--- src/hdl/irle_pkg.sv ---
// Shared constants and types for the image row run-length encoder.
`default_nettype none
package irle_pkg;

  localparam int MAX_COLS   = 4096;
  localparam int MAX_ROWS   = 4096;
  localparam int PIXEL_BITS = 16;

  localparam int COL_W = 12;
  localparam int ROW_W = 12;
  localparam int LEN_W = 13;
  localparam int CFG_W = 13;

  localparam int CFG_IDX_W = 2;
  localparam logic [CFG_IDX_W-1:0] REG_ROW_WIDTH = 2'd0;
  localparam logic [CFG_IDX_W-1:0] REG_ROW_COUNT = 2'd1;

  localparam int OUT_FIELDS_W = ROW_W + COL_W + PIXEL_BITS + LEN_W;
  localparam int OUT_TDATA_W  = ((OUT_FIELDS_W + 7) / 8) * 8;

  localparam int Q_DEPTH = 4;
  localparam int Q_PTR_W = $clog2(Q_DEPTH);
  localparam int Q_CNT_W = Q_PTR_W + 1;

  typedef struct packed {
    logic [COL_W-1:0]      start;
    logic [PIXEL_BITS-1:0] value;
    logic [LEN_W-1:0]      length;
  } run_rec_t;

  // One queue entry: every run closed by one pixel
  typedef struct packed {
    logic             two;
    logic [ROW_W-1:0] row;
    run_rec_t         rec0;
    run_rec_t         rec1;
  } q_entry_t;

  typedef struct packed {
    logic     push;
    q_entry_t entry;
  } q_push_t;

endpackage
`default_nettype wire

--- src/hdl/irle_front.sv ---
// Front end: pixel intake, config registers, run tracking and run closing.
`default_nettype none
module irle_front (
  input  wire logic                           clk,
  input  wire logic                           rst_n,
  input  wire logic                           in_tvalid,
  output      logic                           in_tready,
  input  wire logic [15:0]                    in_tdata,   // [15:0] pixel
  input  wire logic                           cfg_valid,
  output      logic                           cfg_ready,
  input  wire logic [irle_pkg::CFG_IDX_W-1:0] cfg_index,
  input  wire logic [irle_pkg::CFG_W-1:0]     cfg_data,
  input  wire logic                           q_full,
  output      irle_pkg::q_push_t              q_push
);

  logic [irle_pkg::CFG_W-1:0]      width_r, count_r;
  logic [irle_pkg::COL_W-1:0]      col_r;
  logic [irle_pkg::ROW_W-1:0]      row_r;
  logic                            open_r;
  logic [irle_pkg::PIXEL_BITS-1:0] val_r;
  logic [irle_pkg::COL_W-1:0]      start_r;
  logic [irle_pkg::LEN_W-1:0]      len_r;

  logic [irle_pkg::CFG_W-1:0]      w_clamp, h_clamp, w_m1, h_m1;
  logic [irle_pkg::PIXEL_BITS-1:0] pix;
  logic                            accept, row_end, match, emit_old, start_new, close_end;
  logic                            open_nxt;
  irle_pkg::run_rec_t              cur_rec, new_rec, old_rec;

  always_comb begin
    if (width_r == '0) begin
      w_clamp = irle_pkg::CFG_W'(1);
    end else if (width_r > irle_pkg::CFG_W'(irle_pkg::MAX_COLS)) begin
      w_clamp = irle_pkg::CFG_W'(irle_pkg::MAX_COLS);
    end else begin
      w_clamp = width_r;
    end
    if (count_r == '0) begin
      h_clamp = irle_pkg::CFG_W'(1);
    end else if (count_r > irle_pkg::CFG_W'(irle_pkg::MAX_ROWS)) begin
      h_clamp = irle_pkg::CFG_W'(irle_pkg::MAX_ROWS);
    end else begin
      h_clamp = count_r;
    end
  end

  assign w_m1      = w_clamp - irle_pkg::CFG_W'(1);
  assign h_m1      = h_clamp - irle_pkg::CFG_W'(1);
  assign pix       = in_tdata[irle_pkg::PIXEL_BITS-1:0];
  assign in_tready = !q_full;
  assign cfg_ready = 1'b1;
  assign accept    = in_tvalid && !q_full;

  assign row_end   = {1'b0, col_r} >= w_m1;
  assign match     = open_r && (pix == val_r);
  assign emit_old  = open_r && !match;
  assign start_new = !match && (pix != '0);
  assign close_end = row_end && (match || start_new);
  assign open_nxt  = (match || start_new) && !row_end;

  assign old_rec = irle_pkg::run_rec_t'{start: start_r, value: val_r, length: len_r};
  assign new_rec = irle_pkg::run_rec_t'{start: col_r, value: pix,
                                        length: irle_pkg::LEN_W'(1)};
  assign cur_rec = match ? irle_pkg::run_rec_t'{start: start_r, value: val_r,
                                                length: len_r + irle_pkg::LEN_W'(1)}
                         : new_rec;

  always_comb begin
    q_push.push        = accept && (emit_old || close_end);
    q_push.entry.row   = row_r;
    q_push.entry.two   = emit_old && close_end;
    q_push.entry.rec0  = emit_old ? old_rec : cur_rec;
    q_push.entry.rec1  = new_rec;
  end

  always_ff @(posedge clk) begin
    if (!rst_n) begin
      width_r <= irle_pkg::CFG_W'(irle_pkg::MAX_COLS);
      count_r <= irle_pkg::CFG_W'(irle_pkg::MAX_ROWS);
      col_r   <= '0;
      row_r   <= '0;
      open_r  <= 1'b0;
      val_r   <= '0;
      start_r <= '0;
      len_r   <= '0;
    end else begin
      if (cfg_valid) begin
        if (cfg_index == irle_pkg::REG_ROW_WIDTH) begin
          width_r <= cfg_data;
        end else if (cfg_index == irle_pkg::REG_ROW_COUNT) begin
          count_r <= cfg_data;
        end
      end
      if (accept) begin
        open_r <= open_nxt;
        if (match) begin
          len_r <= len_r + irle_pkg::LEN_W'(1);
        end else if (start_new) begin
          val_r   <= pix;
          start_r <= col_r;
          len_r   <= irle_pkg::LEN_W'(1);
        end
        if (row_end) begin
          col_r <= '0;
          if ({1'b0, row_r} >= h_m1) begin
            row_r <= '0;
          end else begin
            row_r <= row_r + irle_pkg::ROW_W'(1);
          end
        end else begin
          col_r <= col_r + irle_pkg::COL_W'(1);
        end
      end
    end
  end

endmodule
`default_nettype wire

--- src/hdl/irle_queue.sv ---
// Short queue of closed-run entries between front and back ends.
`default_nettype none
module irle_queue (
  input  wire logic               clk,
  input  wire logic               rst_n,
  input  wire irle_pkg::q_push_t  q_push,
  output      logic               full,
  input  wire logic               pop,
  output      logic               empty,
  output      irle_pkg::q_entry_t rd_entry
);

  irle_pkg::q_entry_t             mem [irle_pkg::Q_DEPTH];
  logic [irle_pkg::Q_PTR_W-1:0]   wr_ptr_r, rd_ptr_r;
  logic [irle_pkg::Q_CNT_W-1:0]   cnt_r;

  assign full     = cnt_r == irle_pkg::Q_CNT_W'(irle_pkg::Q_DEPTH);
  assign empty    = cnt_r == '0;
  assign rd_entry = mem[rd_ptr_r];

  always_ff @(posedge clk) begin
    if (q_push.push) begin
      mem[wr_ptr_r] <= q_push.entry;
    end
  end

  always_ff @(posedge clk) begin
    if (!rst_n) begin
      wr_ptr_r <= '0;
      rd_ptr_r <= '0;
      cnt_r    <= '0;
    end else begin
      if (q_push.push) begin
        wr_ptr_r <= wr_ptr_r + irle_pkg::Q_PTR_W'(1);
      end
      if (pop) begin
        rd_ptr_r <= rd_ptr_r + irle_pkg::Q_PTR_W'(1);
      end
      if (q_push.push && !pop) begin
        cnt_r <= cnt_r + irle_pkg::Q_CNT_W'(1);
      end else if (!q_push.push && pop) begin
        cnt_r <= cnt_r - irle_pkg::Q_CNT_W'(1);
      end
    end
  end

endmodule
`default_nettype wire

--- src/hdl/irle_back.sv ---
// Back end: splits queue entries into single runs and drives the output register.
`default_nettype none
module irle_back (
  input  wire logic                             clk,
  input  wire logic                             rst_n,
  input  wire logic                             empty,
  input  wire irle_pkg::q_entry_t               rd_entry,
  output      logic                             pop,
  output      logic                             out_tvalid,
  input  wire logic                             out_tready,
  output      logic [irle_pkg::OUT_TDATA_W-1:0] out_tdata,
  output      logic                             out_tlast
);

  logic                         out_valid_r, last_r, sel_r;
  logic [irle_pkg::ROW_W-1:0]   row_r;
  irle_pkg::run_rec_t           rec_r, rec_sel;
  logic                         load, last_sel;

  assign load     = !empty && (!out_valid_r || out_tready);
  assign rec_sel  = sel_r ? rd_entry.rec1 : rd_entry.rec0;
  assign last_sel = sel_r || !rd_entry.two;
  assign pop      = load && last_sel;

  assign out_tvalid = out_valid_r;
  assign out_tlast  = last_r;
  assign out_tdata  = {(irle_pkg::OUT_TDATA_W - irle_pkg::OUT_FIELDS_W)'(0),
                       rec_r.length, rec_r.value, rec_r.start, row_r};

  always_ff @(posedge clk) begin
    if (load) begin
      rec_r  <= rec_sel;
      row_r  <= rd_entry.row;
      last_r <= last_sel;
    end
  end

  always_ff @(posedge clk) begin
    if (!rst_n) begin
      out_valid_r <= 1'b0;
      sel_r       <= 1'b0;
    end else begin
      if (load) begin
        out_valid_r <= 1'b1;
        sel_r       <= !last_sel;
      end else if (out_tready) begin
        out_valid_r <= 1'b0;
      end
    end
  end

endmodule
`default_nettype wire

--- src/hdl/image_row_run_length_encoder.sv ---
// Top level of the image row run-length encoder.
// A run's record enters the queue when its closing pixel is taken, then the output register.
// Throughput: one pixel per cycle while the queue is not full; one output transfer per
// cycle while out_tready is high; the four-entry queue absorbs a pixel closing two runs.
// Reset (synchronous, rst_n low): counters, open run and queue clear; registers go to 4096.
`default_nettype none
module image_row_run_length_encoder (
  input  wire logic                             clk,
  input  wire logic                             rst_n,
  input  wire logic                             in_tvalid,
  output      logic                             in_tready,
  input  wire logic [15:0]                      in_tdata,   // [15:0] pixel
  output      logic                             out_tvalid,
  input  wire logic                             out_tready,
  // [11:0] run_row, [23:12] run_start_col, [39:24] run_value, [52:40] run_length
  output      logic [irle_pkg::OUT_TDATA_W-1:0] out_tdata,
  output      logic                             out_tlast,  // last_of_item
  input  wire logic                             cfg_valid,
  output      logic                             cfg_ready,
  input  wire logic [irle_pkg::CFG_IDX_W-1:0]   cfg_index,
  input  wire logic [irle_pkg::CFG_W-1:0]       cfg_data
);

  irle_pkg::q_push_t  q_push;
  irle_pkg::q_entry_t rd_entry;
  logic               q_full, q_empty, q_pop;

  irle_front u_front (
    .clk       (clk),
    .rst_n     (rst_n),
    .in_tvalid (in_tvalid),
    .in_tready (in_tready),
    .in_tdata  (in_tdata),
    .cfg_valid (cfg_valid),
    .cfg_ready (cfg_ready),
    .cfg_index (cfg_index),
    .cfg_data  (cfg_data),
    .q_full    (q_full),
    .q_push    (q_push)
  );

  irle_queue u_queue (
    .clk      (clk),
    .rst_n    (rst_n),
    .q_push   (q_push),
    .full     (q_full),
    .pop      (q_pop),
    .empty    (q_empty),
    .rd_entry (rd_entry)
  );

  irle_back u_back (
    .clk        (clk),
    .rst_n      (rst_n),
    .empty      (q_empty),
    .rd_entry   (rd_entry),
    .pop        (q_pop),
    .out_tvalid (out_tvalid),
    .out_tready (out_tready),
    .out_tdata  (out_tdata),
    .out_tlast  (out_tlast)
  );

endmodule
`default_nettype wire

--- config.mk ---
export PLATFORM = sky130hd
export DESIGN_NAME = image_row_run_length_encoder
export DESIGN_NICKNAME = d
export VERILOG_FILES = /design/src/hdl/irle_pkg.sv /design/src/hdl/irle_front.sv /design/src/hdl/irle_queue.sv /design/src/hdl/irle_back.sv /design/src/hdl/image_row_run_length_encoder.sv
export SDC_FILE = /design/constraint.sdc
export NUM_CORES = 1
export LEC_CHECK = 0
export BUFFER_PORTS_ARGS = -buffer_cell sky130_fd_sc_hd__buf_2
export CAP_MARGIN = 25
export CORE_ASPECT_RATIO = 1.1
export CORE_UTILIZATION = 40
export CTS_BUF_LIST = sky130_fd_sc_hd__clkbuf_16
export DETAILED_ROUTE_END_ITERATION = 10
export GPL_TIMING_DRIVEN = 1
export SETUP_SLACK_MARGIN = 0.2
export SYNTH_ARGS = -nofsm -noshare
export SYNTH_HDL_FRONTEND = slang
export SYNTH_SLANG_ARGS = --single-unit
--- constraint.sdc ---
create_clock -name clk -period 18.1 [get_ports clk]
set_clock_uncertainty 0.15 [all_clocks]
set_input_delay 2.715 -clock clk [delete_from_list [all_inputs] [get_ports clk]]
set_output_delay 2.715 -clock clk [all_outputs]
set_load 0.02 [all_outputs]
## Word level (Yosys, flattened, before mapping)

Memories as Yosys holds them, arrays and structs flattened. A register that Yosys moved wholly into a read port is not among the register bits.
Index checks and enable logic that the tools add are counted.

| word-level totals | value |
|---|---|
| bits in registers | 155 |
| RAM bits | 328 |
| input bits | 36 |
| output and inout port bits | 60 |
| word-level logic and storage cells | 94 |
| memories | 1 |

Memories:

| name | depth | bits a word | read ports | clocked after Yosys merged registers in | wr ports | line | text |
|---|---|---|---|---|---|---|---|
| u_queue.mem | 4 | 82 | 1 | 1 | 1 | irle_queue.sv:13 | `irle_pkg::q_entry_t mem [irle_pkg::Q_DEPTH];` |

| operators by class | value |
|---|---|
| add/subtract/negate cells | 9 |
| magnitude comparators | 4 |
| equal/unequal tests | 3 |
| muxes and demuxes | 19 |
| bitwise logic cells | 2 |
| reduce and logical (&&, ||, !) cells | 38 |

Operator list:

| operator | count |
|---|---|
| $mux W41 | 3 |
| $mux W13 | 6 |
| $ge A12 B13 Y1 | 2 |
| $gt A13 B13 Y1 const B | 2 |
| $logic_not A13 Y1 | 2 |
| $sub A13 B1 Y13 const B | 2 |
| $add A12 B1 Y12 const B | 2 |
| $mux W12 | 2 |
| $eq A16 B16 Y1 | 1 |
| $reduce_bool A16 Y1 | 1 |
| $add A13 B1 Y13 const B | 1 |
| $logic_and A1 B1 Y1 | 12 |
| $logic_not A1 Y1 | 9 |
| $mux W3 | 2 |
| $reduce_and A2 Y1 | 3 |
| $reduce_and A3 Y1 | 2 |
| $reduce_bool A2 Y1 | 3 |
| $add A2 B1 Y2 const B | 2 |
| $logic_or A1 B1 Y1 | 4 |
| $mux W1 | 4 |
| $mux W2 | 2 |
| $add A3 B1 Y3 const B | 1 |
| $eq A3 B3 Y1 const B | 1 |
| $logic_not A3 Y1 | 1 |
| 4 further kinds | 5 |

## Depth between registers and ports, before layout

| logic depth | value |
|---|---|
| depth in word-level cells | 12 |
| depth in mapped cells | 23 |
| depth with buffers taken out | 21 |

## By module

A second synthesis with hierarchy kept.

| second synthesis, totals | value |
|---|---|
| cells, all modules | 1394 |
| area total of the unflattened synthesis | 22681.8 um^2 |

Modules (own cells, without submodules):

| module | times used | cells each | area each (um^2) | sequential area each (um^2) |
|---|---|---|---|---|
| irle_queue | 1 | 540 | 14197.4 | 11591.1 |
| irle_front | 1 | 738 | 6040.8 | 1841.8 |
| irle_back | 1 | 116 | 2443.6 | 1661.6 |

## Worst setup path before layout

Ideal clock, no wire load.

| path | value |
|---|---|
| path kind | input -> register |
| start | input port out_tready |
| end | register u_queue.cnt_r[2] (netlist name) |
| setup time | 0.070 ns |
| arrival time | 6.888 ns |
| required time | 17.880 ns |
| slack | 10.991 ns |
| stages on the path | 10 |
| path buffers | 0 |
| cell sequence | inv_1 -> a21oi_1 -> and2_1 -> inv_1 -> ha_1 -> inv_1 -> fa_1 -> xor2_1 -> or3_1 -> a21oi_1 |

| on the way | value |
|---|---|
| longest elaborated chain between the ends | 6 |
| elaborated cells between the ends (all ways) | 8 |
| classes of those cells | mux (1); reduce/logical (7) |

RTL lines:

| item | line | text |
|---|---|---|
| start, declared | image_row_run_length_encoder.sv:14 | `input wire logic out_tready,` |
| $logic_or A1 B1 Y1 * | irle_back.sv:20 | `assign load = !empty && (!out_valid_r \|\| out_tready);` |
| $logic_and A1 B1 Y1 * | irle_back.sv:20 |  |
| via u_back.load | irle_back.sv:18 | `logic load, last_sel;` |
| $logic_and A1 B1 Y1 * | irle_back.sv:23 | `assign pop = load && last_sel;` |
| $logic_not A1 Y1 | irle_queue.sv:39 | `if (q_push.push && !pop) begin` |
| $logic_and A1 B1 Y1 | irle_queue.sv:39 |  |
| $mux W3 or $reduce_bool A2 Y1 (tied branches) | -- |  |
| end signal, assigned | irle_queue.sv:40 | `cnt_r <= cnt_r + irle_pkg::Q_CNT_W'(1);` |
| end signal, assigned | irle_queue.sv:42 | `cnt_r <= cnt_r - irle_pkg::Q_CNT_W'(1);` |
| end, declared | irle_queue.sv:15 | `logic [irle_pkg::Q_CNT_W-1:0] cnt_r;` |

The timed path passes the listed nets; every way through them passes the cells marked *.
A chain may end at the register's enable or synchronous reset.

==> reports/results.env <==
DETAIL_ROUTE.ITER0.VIOLATIONS=773
MULTI_INPUT_AREA_UM2=6339
N_ANTENNA_CELL=0
CPLARGESTDELAYFAMILY='simple AND/OR/NAND/NOR gates'
TIMING.CRITICAL_PATH.MODE_CELL='ha_1'
AREA.GROWTH.SYNTH_TO_FINAL_PCT=13.57
CORE.ROWCOUNT=86
END_KIND='flip-flop'
INITIAL_CELL_DENSITY_OF_THE_CORE=0.4044
ROUTABILITY_CONG=0.8225
SYNTH_TOP_CELL_BY_AREA='edfxtp_1'
ASYNC_FLOP_SHARE=0
YS_SEQ_ELEMENTS=485
POST_SYNTH.CELL_AREA_AVG_UM2=15.19
DRT_FIRST_PASS_ITERS=8
FINAL-SETUP-VIOL-COUNT=0
AREA.SEQUENTIAL_UM2=13540
NUM-NETS-FINAL=1493
DIE_W_UM=216.5
CLOCK_TREE.BUFFER_DEPTH=3
POSTCTSRESIZEDCELLS=0
ANTENNA_LEFT=0
SETUP-TNS-FINAL_NS=0
CLK_PIN_SLEW_WORST_PATHS_NS=0.06
GRTUSAGETOTAL=0.1622
LAYOUT_CELL_SHARE_WITH_DRIVE_STRENGTH_BEYOND_1=0.2327
LEAKAGEPOWER_nW=7.861
LAYOUT_WORST_PATH_CYCLE_SHARE=0.3266
CTS_TREE='done'
START_KIND='flip-flop'
YOSYS-TOP-CELLS-AREA='edfxtp_1 57%, dfxtp_1 10%, mux4_2 9.1%'
RUN_STATUS='completed'
HOLDBUFCOUNTCTS=0
DRT_WL_TOTAL_UM=40660
CP_MAX_FO=60
CP_SLOWEST_STAGE_DELAY_NS=0.81
CP_DATA_ARRIVAL_TIME_NS=5.97
YOSYS-TOP-CELLS-COUNT='382 x edfxtp_1, 116 x nand2_1, 103 x dfxtp_1'
CRIT_REQUIRED_NS=18.16
SYNTHDISTINCTLIBCELLS=67
CTS_NUM_SINKS=485
RELSLEWSLACK=0.3355
YOSYS.CELL_COUNT.TOP_TYPE='edfxtp_1'
CTS_MAX_LEVEL=2
SYNTH-SEQ-AREA-SHARE=0.6688
DETAIL_ROUTE.DRC_VIOLATIONS=0
BUFFER_PORTS.INSERTED=91
NUMBER_OF_GLOBAL_ROUTE_VIAS_BEFORE_REPAIR=11450
DP_HPWL_UM=24870
CTS_ROOT_BUF='clkbuf_16'
GRT_SETUP_UNREPAIRED='false'
GRT_ANTENNA_BEFORE_REPAIR=1
CTS_INSERTED_BUFFERS=51
DRT-VIAS-PER-INSTANCE=5.254
SYNTHFLOPTYPE='edfxtp_1'
CLK_LATENCY_NS=0.60
FMAX_MHz=169.2
POSTLAYOUTCELLAREA_UM2=22980
SYNTH_ENABLE_FLOP_CELLS=382
PATH_CELLS='or4_1, nand2b_1, nor2_1, o21bai_1, ha_1, or3b_2, nor4_1, o32a_1, ha_1, o211a_1, a211oi_1, or4_4, or2_1, o21ai_1, and2_4, buf_4'
SYNTH.YOSYS.WARNINGS=0
WORST_PIN_SLEW_NS=0.9968
DIE_AREA_UM2=51490
FIN_UTIL=0.4593
WORSTSETUPPATHTYPE='reg2reg'
MAX-CAP-VIOLATIONS=0
CHIPHEIGHT_UM=237.9
SYNTHESIS.AREA_UM2=20240
POST_DP_CELL_AREA_UM2=21360
FIN_CRIT_NS=5.911
FIN_CELLS=2121
HOLD_VIOLATIONS=0
PLACE.DETAILED.INSTANCES=2029
POST-SYNTH-TOP-AREA-FRACTION=0.5669
CRITICAL_PATH.SLOWEST_CELL='buf_4'
GRT_FIRST_PASS_WIRELENGTH_UM=64850
ROUTED_WIRE_LENGTH_PER_INSTANCE_UM=19.17
FP.COREAREA_UM2=50040
CTS_POST_SETUP_BUFFERS_INSERTED=0
FILLER_CELL_COUNT=4319
PIN_COUNT=96
WORSTHOLDPATHTYPE='reg2reg'
POSTSYNTHCELLCOUNT=1332
GRT_START_MAX_NET_PINS=61
TOTALPOWERFINAL_mW=3.040
MAX-VDD-IR-DROP_mV=0.07419
GLOBAL_ROUTE_OVERFLOW=0
TIMING.FINAL.MAX_SLEW_VIOLATIONS=0
POWER.DENSITY_CELL_AREA_nW_PER_UM2=132.3
VIA_COUNT=11140
PATH_BUF_INV=1
==> registers in the layout, summed over array words and instances, names as in the netlist, named ones only <==
| name | flops |
|---|---|
| u_front.width_r | 13 |
| u_front.open_r | 1 |
| u_front.len_r | 13 |
| u_front.col_r | 12 |
| u_front.count_r | 13 |
| u_back.sel_r | 1 |
| u_back.row_r | 12 |
| u_front.val_r | 16 |
| u_front.row_r | 12 |
| u_back.out_tvalid | 1 |
| u_queue.cnt_r | 3 |
| u_queue.mem | 328 |
| u_back.out_tdata | 41 |
| u_back.out_tlast | 1 |
| u_front.start_r | 12 |
| u_queue.wr_ptr_r | 2 |
| u_queue.rd_ptr_r | 2 |
==> worst min-delay path, delay by kind of cell, from the launching register on <==
kind            cells  cell delay, ns
flops               1            0.32
simple gates        1            0.06
compound gates      1            0.05
==> final cells by class <==
| type | count | area share |
|---|---|---|
| clock buffer | 51 | 0.05553 |
| clock inverter | 41 | 0.01486 |
| inverter | 26 | 0.004247 |
| multi-input combinational | 753 | 0.2758 |
| sequential | 485 | 0.5892 |
| tap | 660 | 0.03593 |
| timing repair buffer | 105 | 0.02439 |
==> layer usage <==
| metal | GRT usage | part of all wire | up-vias |
|---|---|---|---|
| met4 | 0.04460 | 0.018 | 2 |
| met1 | 0.2097 | 0.44 | 5594 |
| li1 | - | - | 5270 |
| met2 | 0.2793 | 0.50 | 225 |
| met3 | 0.02970 | 0.041 | 52 |
| met5 | 0 | 0.00030 | - |
==> metrics by stage <==
step,setup slack (ns),hold slack (ns)
after floorplan,10.99,0.2998
after global placement,11.53,0.3168
after detailed placement,11.56,0.3242
after CTS,12.19,0.3330
after global routing,11.85,0.3662
final,12.19,0.3316
==> report_power, final <==
part,switching [mW],leakage (nW),internal (mW)
clock,0.428,0.824,0.572
combinational,0.344,2.62,0.250
sequential,0.0871,4.41,1.36
==> logic make-up (layout without fill, tap and decap cells) <==
family                     after synthesis  after routing  synth area share
buffers and inverters                   96            223           0.02034
DFF                                    485            485            0.6688
muxes                                  170            170            0.1384
AOI/OAI and AO/OA                      144            144           0.04730
xor gates and xnor gates                48             48           0.02078
adders and majority gates               35             35           0.02201
and+or+nand+nor                        352            352           0.08199
other                                    2              4         0.0003711
==> worst paths after layout <==
kind	cells after the start	startpoint	slack, ns	to
max	16	u_front.width_r[8]$_SDFFE_PN0P_	12.19	u_queue.mem[3][68]$_DFFE_PP_
min	2	u_front.count_r[11]$_SDFFE_PN0P_	0.33	u_front.count_r[11]$_SDFFE_PN0P_
max reg2reg	16	u_front.width_r[8]$_SDFFE_PN0P_	12.19	u_queue.mem[3][68]$_DFFE_PP_
min reg2reg	2	u_front.count_r[11]$_SDFFE_PN0P_	0.33	u_front.count_r[11]$_SDFFE_PN0P_
==> placed cells by master (no fill, tap or decap), types with 4 or more instances in the layout <==
master	n
nand2_1	116
clkinv_1	11
xor2_1	13
nand3_1	23
a21o_1	4
or3_1	8
nor2b_1	18
o21a_1	4
a21oi_1	48
and2_1	4
nor4_1	10
clkbuf_16	51
buf_2	91
mux4_2	82
mux2_2	59
nand4_1	15
nor3_1	18
a211oi_1	5
conb_1	4
xnor2_1	35
mux2i_1	29
ha_1	34
buf_4	14
and2_4	4
o211ai_1	12
nor2_1	101
edfxtp_1	382
inv_1	38
a31oi_1	5
nand2b_1	8
o221ai_1	12
bufinv_16	4
dfxtp_1	100
o21ai_0	27
(Power assumes the default switching activity.)
